File: src/hpte_pkg.sv
// hpte_pkg: types and constants shared by the hashed page table engine
// modules: action and status codes, slot body layout, controller commands.
// no dependencies.
package hpte_pkg;

   localparam int KEY_BITS   = 32;
   localparam int PAGE_BITS  = 20;
   localparam int FRAME_BITS = 20;
   localparam int CFG_BITS   = 13;
   localparam logic [CFG_BITS-1:0] TABLE_SIZE_RESET = 13'd4096;

   localparam logic [2:0] ACT_LOOKUP   = 3'd0;
   localparam logic [2:0] ACT_INSERT   = 3'd1;
   localparam logic [2:0] ACT_REMOVE   = 3'd2;
   localparam logic [2:0] ACT_WRITABLE = 3'd3;
   localparam logic [2:0] ACT_READONLY = 3'd4;

   localparam logic [1:0] ST_OK        = 2'd0;
   localparam logic [1:0] ST_NOT_FOUND = 2'd1;
   localparam logic [1:0] ST_FULL      = 2'd2;

   localparam logic [0:0] REG_TABLE_SIZE = 1'b0;

   typedef struct packed {
      logic [KEY_BITS-1:0]   space;
      logic [PAGE_BITS-1:0]  page;
      logic [FRAME_BITS-1:0] frame;
      logic                  valid;
      logic                  dirty;
   } slot_body_type;

   typedef enum logic [2:0] {
      SEL_CUR, SEL_S, SEL_PREV, SEL_POS, SEL_P, SEL_CLR
   } sel_type;

   typedef enum logic [4:0] {
      OP_NONE, OP_CLEAR, OP_LOAD, OP_HOME, OP_PROBE_EV, OP_FIND_EV,
      OP_WALK_START, OP_WALK_EV, OP_W_LINK, OP_W_NEW, OP_W_DIRTY, OP_W_PREV,
      OP_W_CLEAR, OP_W_MOVE, OP_W_UNLINK, OP_RES_OK, OP_RES_NF, OP_RES_FULL
   } op_type;

   typedef struct packed {
      logic    rd;
      sel_type sel;
      op_type  op;
   } cmd_type;

   typedef struct packed {
      logic [2:0] act;
      logic       div_done;
      logic       r_valid;
      logic       r_match;
      logic       r_linked;
      logic       probe_zero;
      logic       probe_last;
      logic       steps_last;
      logic       steps_full;
      logic       has_prev;
      logic       clr_last;
      logic       rsp_busy;
   } stat_type;

endpackage

File: src/hpte_ctrl.sv
// hpte_ctrl: request sequencer for the page table engine; clearing pass,
// hashing, probe, chain walks and read-modify-write steps. uses hpte_pkg.
module hpte_ctrl (
   input  logic               clock,
   input  logic               reset,
   input  logic               req_tvalid,
   output logic               req_tready,
   input  hpte_pkg::stat_type stat,
   output hpte_pkg::cmd_type  cmd
);
   import hpte_pkg::*;

   typedef enum logic [4:0] {
      S_CLEAR, S_IDLE, S_DIV, S_PROBE_RD, S_PROBE_EV, S_NEW_WR, S_WALK_INIT,
      S_WALK_RD, S_WALK_EV, S_LINK_RD, S_LINK_WR, S_FIND_RD, S_FIND_EV,
      S_DIRTY_RD, S_DIRTY_WR, S_PREV_RD, S_PREV_WR, S_CLR_RD, S_CLR_WR,
      S_MOVE_RD, S_MOVE_WR, S_END_RD, S_END_WR, S_UNL_RD, S_UNL_WR, S_RESP
   } state_type;

   state_type state_ff, state_in;
   op_type    res_ff, res_in;

   always_comb begin
      state_in = state_ff;
      res_in   = res_ff;
      cmd.rd   = 1'b0;
      cmd.sel  = SEL_CUR;
      cmd.op   = OP_NONE;
      case (state_ff)
         S_CLEAR: begin
            cmd.sel = SEL_CLR;
            cmd.op  = OP_CLEAR;
            if (stat.clr_last) begin
               state_in = S_IDLE;
            end
         end
         S_IDLE: begin
            if (req_tvalid) begin
               cmd.op   = OP_LOAD;
               state_in = S_DIV;
            end
         end
         S_DIV: begin
            if (stat.act > ACT_READONLY) begin
               res_in   = OP_RES_NF;
               state_in = S_RESP;
            end else if (stat.div_done) begin
               cmd.op   = OP_HOME;
               state_in = (stat.act == ACT_INSERT) ? S_PROBE_RD : S_FIND_RD;
            end
         end
         S_PROBE_RD: begin
            cmd.rd   = 1'b1;
            cmd.sel  = SEL_S;
            state_in = S_PROBE_EV;
         end
         S_PROBE_EV: begin
            cmd.op = OP_PROBE_EV;
            if (!stat.r_valid) begin
               // a free home slot starts a chain of its own
               state_in = stat.probe_zero ? S_NEW_WR : S_WALK_INIT;
            end else if (stat.probe_last) begin
               res_in   = OP_RES_FULL;
               state_in = S_RESP;
            end else begin
               state_in = S_PROBE_RD;
            end
         end
         S_NEW_WR: begin
            cmd.sel  = SEL_S;
            cmd.op   = OP_W_NEW;
            res_in   = OP_RES_OK;
            state_in = S_RESP;
         end
         S_WALK_INIT: begin
            cmd.op   = OP_WALK_START;
            state_in = S_WALK_RD;
         end
         S_WALK_RD: begin
            cmd.rd   = 1'b1;
            state_in = S_WALK_EV;
         end
         S_WALK_EV: begin
            cmd.op = OP_WALK_EV;
            if (stat.r_linked && !stat.steps_full) begin
               state_in = S_WALK_RD;
            end else begin
               state_in = (stat.act == ACT_INSERT) ? S_LINK_RD : S_MOVE_RD;
            end
         end
         S_LINK_RD: begin
            cmd.rd   = 1'b1;
            state_in = S_LINK_WR;
         end
         S_LINK_WR: begin
            cmd.op   = OP_W_LINK;
            state_in = S_NEW_WR;
         end
         S_FIND_RD: begin
            cmd.rd   = 1'b1;
            state_in = S_FIND_EV;
         end
         S_FIND_EV: begin
            cmd.op = OP_FIND_EV;
            if (stat.r_match) begin
               case (stat.act)
                  ACT_LOOKUP: begin
                     res_in   = OP_RES_OK;
                     state_in = S_RESP;
                  end
                  ACT_REMOVE: begin
                     if (stat.has_prev) begin
                        state_in = S_PREV_RD;
                     end else if (stat.r_linked) begin
                        state_in = S_WALK_INIT;
                     end else begin
                        state_in = S_CLR_RD;
                     end
                  end
                  default: state_in = S_DIRTY_RD;
               endcase
            end else if (!stat.r_linked || stat.steps_last) begin
               res_in   = OP_RES_NF;
               state_in = S_RESP;
            end else begin
               state_in = S_FIND_RD;
            end
         end
         S_DIRTY_RD: begin
            cmd.rd   = 1'b1;
            cmd.sel  = SEL_POS;
            state_in = S_DIRTY_WR;
         end
         S_DIRTY_WR: begin
            cmd.sel  = SEL_POS;
            cmd.op   = OP_W_DIRTY;
            res_in   = OP_RES_OK;
            state_in = S_RESP;
         end
         S_PREV_RD: begin
            cmd.rd   = 1'b1;
            cmd.sel  = SEL_PREV;
            state_in = S_PREV_WR;
         end
         S_PREV_WR: begin
            cmd.sel  = SEL_PREV;
            cmd.op   = OP_W_PREV;
            state_in = S_CLR_RD;
         end
         S_CLR_RD: begin
            cmd.rd   = 1'b1;
            cmd.sel  = SEL_POS;
            state_in = S_CLR_WR;
         end
         S_CLR_WR: begin
            cmd.sel  = SEL_POS;
            cmd.op   = OP_W_CLEAR;
            res_in   = OP_RES_OK;
            state_in = S_RESP;
         end
         S_MOVE_RD: begin
            cmd.rd   = 1'b1;
            cmd.sel  = SEL_POS;
            state_in = S_MOVE_WR;
         end
         S_MOVE_WR: begin
            cmd.sel  = SEL_POS;
            cmd.op   = OP_W_MOVE;
            state_in = S_END_RD;
         end
         S_END_RD: begin
            cmd.rd   = 1'b1;
            state_in = S_END_WR;
         end
         S_END_WR: begin
            cmd.op   = OP_W_CLEAR;
            state_in = S_UNL_RD;
         end
         S_UNL_RD: begin
            cmd.rd   = 1'b1;
            cmd.sel  = SEL_P;
            state_in = S_UNL_WR;
         end
         S_UNL_WR: begin
            cmd.sel  = SEL_P;
            cmd.op   = OP_W_UNLINK;
            res_in   = OP_RES_OK;
            state_in = S_RESP;
         end
         S_RESP: begin
            if (!stat.rsp_busy) begin
               cmd.op   = res_ff;
               state_in = S_IDLE;
            end
         end
         default: state_in = S_IDLE;
      endcase
   end

   always_ff @(posedge clock) begin
      if (reset) begin
         state_ff <= S_CLEAR;
         res_ff   <= OP_RES_NF;
      end else begin
         state_ff <= state_in;
         res_ff   <= res_in;
      end
   end

   assign req_tready = (state_ff == S_IDLE);

   a_no_rsp_in_clear: assert property (@(posedge clock) disable iff (reset)
      (state_ff == S_CLEAR) |-> !stat.rsp_busy)
      else $error("result pending during the clearing pass");

   a_div_restart: assert property (@(posedge clock) disable iff (reset)
      (cmd.op == OP_LOAD) |=> !stat.div_done)
      else $error("remainder unit reported done right after a start");

   a_resp_entry: assert property (@(posedge clock) disable iff (reset)
      (state_ff == S_RESP) |-> (res_ff == OP_RES_OK || res_ff == OP_RES_NF
                                || res_ff == OP_RES_FULL))
      else $error("pending result kind is not a result command");

endmodule

File: config.mk
export PLATFORM = sky130hd
export DESIGN_NAME = hpte_ctrl
export DESIGN_NICKNAME = d
export VERILOG_FILES = /design/src/hpte_pkg.sv /design/src/hpte_ctrl.sv
export SDC_FILE = /design/constraint.sdc
export NUM_CORES = 1
export LEC_CHECK = 0
export BUFFER_PORTS_ARGS = -buffer_cell sky130_fd_sc_hd__buf_4
export CELL_PAD_IN_SITES_DETAIL_PLACEMENT = 2
export CELL_PAD_IN_SITES_GLOBAL_PLACEMENT = 2
export CORE_UTILIZATION = 33
export CTS_BUF_LIST = sky130_fd_sc_hd__clkbuf_2
export DETAILED_ROUTE_END_ITERATION = 16
export PLACE_DENSITY_LB_ADDON = 0.12
export SYNTH_ARGS = -nofsm -noshare
export SYNTH_HDL_FRONTEND = slang
export SYNTH_SLANG_ARGS = --single-unit
File: constraint.sdc
create_clock -name clock -period 3.7 [get_ports clock]
set_clock_uncertainty 0.2 [all_clocks]
set_input_delay 0.74 -clock clock [delete_from_list [all_inputs] [get_ports clock]]
set_output_delay 0.74 -clock clock [all_outputs]
set_load 0.01 [all_outputs]
==> run summary <==
The startpoint identified for the worst register-to-register timing path is state_ff[1]$_SDFFE_PP0P_. The endpoint identified for the worst register-to-register timing path is res_ff[0]$_SDFFE_PP0P_. Summing internal, switching and leakage power gives 0.5163 mW. Summed over all nets, the half-perimeter wirelength after detailed placement is 4188 µm. The area of the core came out at 3716 µm². The post-synthesis sequential area ratio was 12.31%. The area growth from synthesis to layout is 17.98%.

Dividing the detail-routed via count by the number of cells gives 6.290. Pin placement for this block handled 27 I/O pins. The synthesized design contains 8 register bits. CTS placed an instance of clkbuf_2 at the clock tree root. The initial antenna violation count came out at 0.

The run gives 0 as the count of endpoints failing hold in the final timing report. The worst register-to-register path has a setup slack of 0.95 ns. The buffer levels on the longest clock path came out at 2.

For the static leakage, the log shows 0.5834 nW. Setup violations remaining at the end of the flow were counted as 0. The number of global-route vias before repair is 1,639. The tools report the global-route wire length before repair as 8569 µm.

Based on the critical path, the design can be clocked at up to 316.2 MHz. The run gives 1301 µm² as the area of the mapped netlist. Number of inserted filler cells in the final layout: 456.

The most critical setup path has its startpoint at state_ff[3]$_SDFFE_PP0P_. For the number of nets with antenna violations after detailed routing, the log shows 0. Yosys printed 0 warnings. The clock sink count is 8. Yosys mapped a number of flops with a built-in enable equal to 0.

For the worst setup path, the data arrival time is 2.22 ns. The number of cell instances on the worst register-to-register path was 6; the part of the cycle the worst path needs was 85.48%. The count of buffers added on input and output ports is 26. In the final layout, the share of cells above drive strength 1 is 22.22%. In this run the power density over the cells is 336.3 nW/µm². For this run, the leading register cell type out of synthesis is dfxtp_1. The clock insertion delay at the later pin of the skew report was 0.27 ns; the number of cells upsized or downsized after cts was 0.

TritonCTS created 3 clock buffers. STA classifies the critical path startpoint as a flip-flop. The number of setup buffers added after CTS is 0.

The logs give 4 for the detailed-router iteration count before antenna repair and 59 for the count of cell types in the netlist. Synthesis produced a netlist with a net count of 204. The run gives 0 as the count of pins over their slew limit.

The setup path with the least slack is of type flip-flop to output pin. In the final layout, flip-flops and latches occupy 160.2 µm². The run finished with clean final reports. The worst hold slack after final layout is 0.2800 ns.

For this block, the via count after detailed routing is 1,604. Global routing used 26.89% of the available tracks. The final layout contains routed wiring with a total length of 5426 µm. IR analysis of the VDD net gives a maximum drop of 0.1206 mV.

After clock tree synthesis, the clock-pin slew on the worst setup and hold paths is 0.12 ns. Setup total negative slack on the finished layout was measured at 0 ns. The transition at the pin with the smallest max-transition slack was 0.7519 ns. The die span in y came out at 64.80 µm. In this run, post-CTS hold repair placed 0 buffers. The tool flagged a number of max-cap violations equal to 0. The logs give 41.31% for the post-route core utilization and 0 for the detailed-route DRC error count.

The tools report the H-tree depth reported by CTS as 1. The worst hold path belongs to the class flip-flop to flip-flop. The average routed wire per standard cell was 21.28 µm. The tools report the remaining global-route overflow as 0.

The time the worst path needs with I/O delays and setup came out at 3.163 ns. The worst path required time came out at 2.76 ns. The layout net count came out at 226.

Including well taps, the total number of placed cells is 252. Summing all multi-input logic gate instances after layout gives 1033 µm². TritonCTS built the clock tree.

Once placement finished, the instance area stood at 1520 µm². In the layout the commonest cells are buf_4, nor2_1, a21oi_1, nand2_1, nand2b_1. The tools report the die area as 4198 µm². The run gives 0 as the number of antenna cells inserted.

The worst setup path is captured at an output pin. The worst hold path was traced through 2 stages. Following the worst setup path forward leads to its endpoint at cmd[3].

The run gives 187 as the synthesized instance count. Relative slew slack: 49.81%. Setup repair after global routing left no endpoint under its margin. A synthesized cell averages 6.959 µm². OpenSTA, run right after detailed placement, puts the worst setup slack at 0.8764 ns. The tools report the number of violations reported at the end of detailed-routing iteration 0 as 80. Entering global routing, the biggest net connects 23 pins. In this run the core area contains 22 standard-cell rows. After synthesis, the share of flip-flops with an asynchronous set or reset is 0%.

The logs give 0.5372 ns for the final critical-path setup slack and 1535 µm² for the summed area of non-filler cells in the final layout. From left edge to right edge, the die measures 64.80 µm. In this run the worst path has a maximum fanout of 20.

The non-filler instance count after layout is 255, and the global placer's final weighted congestion is 0.9491. Once the floorplan was initialized, standard cells occupied 35.02% of the core. The library cell used most frequently in the layout, excluding fill and tap cells, is buf_4.
-- cell usage after synthesis (all sizes together) (4+ instances only) --
master | number | area share, %
nand2b | 10 | 4.8
buf | 12 | 5.7
nor3b | 4 | 2.7
nor3 | 6 | 2.7
a21oi | 16 | 6.2
nand2 | 15 | 4.3
dfxtp | 8 | 12
nor2 | 16 | 4.6
o21ai | 11 | 4.2
inv | 5 | 1.4
nor2b | 8 | 3.8
a2111oi | 4 | 2.7
clkbuf | 4 | 1.2
a211oi | 4 | 2.3
a31oi | 4 | 1.9
-- power breakdown --
| group | leakage, nW | internal (mW) | switching (mW) | total [mW] |
|---|---|---|---|---|
| logic | 0.506 | 0.146 | 0.182 | 0.328 |
| registers | 0.0649 | 0.0956 | 0.0289 | 0.124 |
| clock network | 0.0125 | 0.0221 | 0.0418 | 0.0639 |
-- per-layer routing --
| layer | GRT usage, % | wire length (µm) |
|---|---|---|
| met1 | 32.63 | 2367 |
| met2 | 47.92 | 2721 |
| met3 | 3.697 | 232 |
| met5 | 0 | 0 |
| met4 | 8.889 | 105 |
-- kinds of logic after synthesis --
logic type	count (synthesis)	share of synthesized area (%)
flops	8	12.31
buf+inv	21	8.269
simple gates	85	39.81
mux	3	2.500
xor+xnor	1	0.6732
compound gates	69	36.44
-- worst min-delay path by stage --
stage                                 startpoint                      to  slack, ns
after floorplan           res_ff[3]$_SDFFE_PP0P_  res_ff[3]$_SDFFE_PP0P_       0.23
after CTS                 res_ff[4]$_SDFFE_PP1P_  res_ff[4]$_SDFFE_PP1P_       0.29
after global routing      res_ff[4]$_SDFFE_PP1P_  res_ff[4]$_SDFFE_PP1P_       0.31
after global placement    res_ff[4]$_SDFFE_PP1P_  res_ff[4]$_SDFFE_PP1P_       0.26
after detailed placement  res_ff[4]$_SDFFE_PP1P_  res_ff[4]$_SDFFE_PP1P_       0.27
final                     res_ff[4]$_SDFFE_PP1P_  res_ff[4]$_SDFFE_PP1P_       0.28
-- cell type report --
type,instances,area share [%]
well taps,48,3.912
repair buffers,33,16.14
multi-input cells,158,67.32
flip-flops and latches,8,10.43
inverters,5,1.222
clock buffers,3,0.9780
-- registers in the layout (all words and copies together), names as in the netlist --
| signal | flops |
|---|---|
| res_ff | 3 |
| state_ff | 5 |
-- worst max-delay path: stages (launching register included) --
cell	delay [ns]
dfxtp_1	0.79
nand3b_1	0.29
or4b_1	0.61
o221ai_1	0.11
buf_4	0.15
Note: power is estimated with default switching activity, not from simulation.
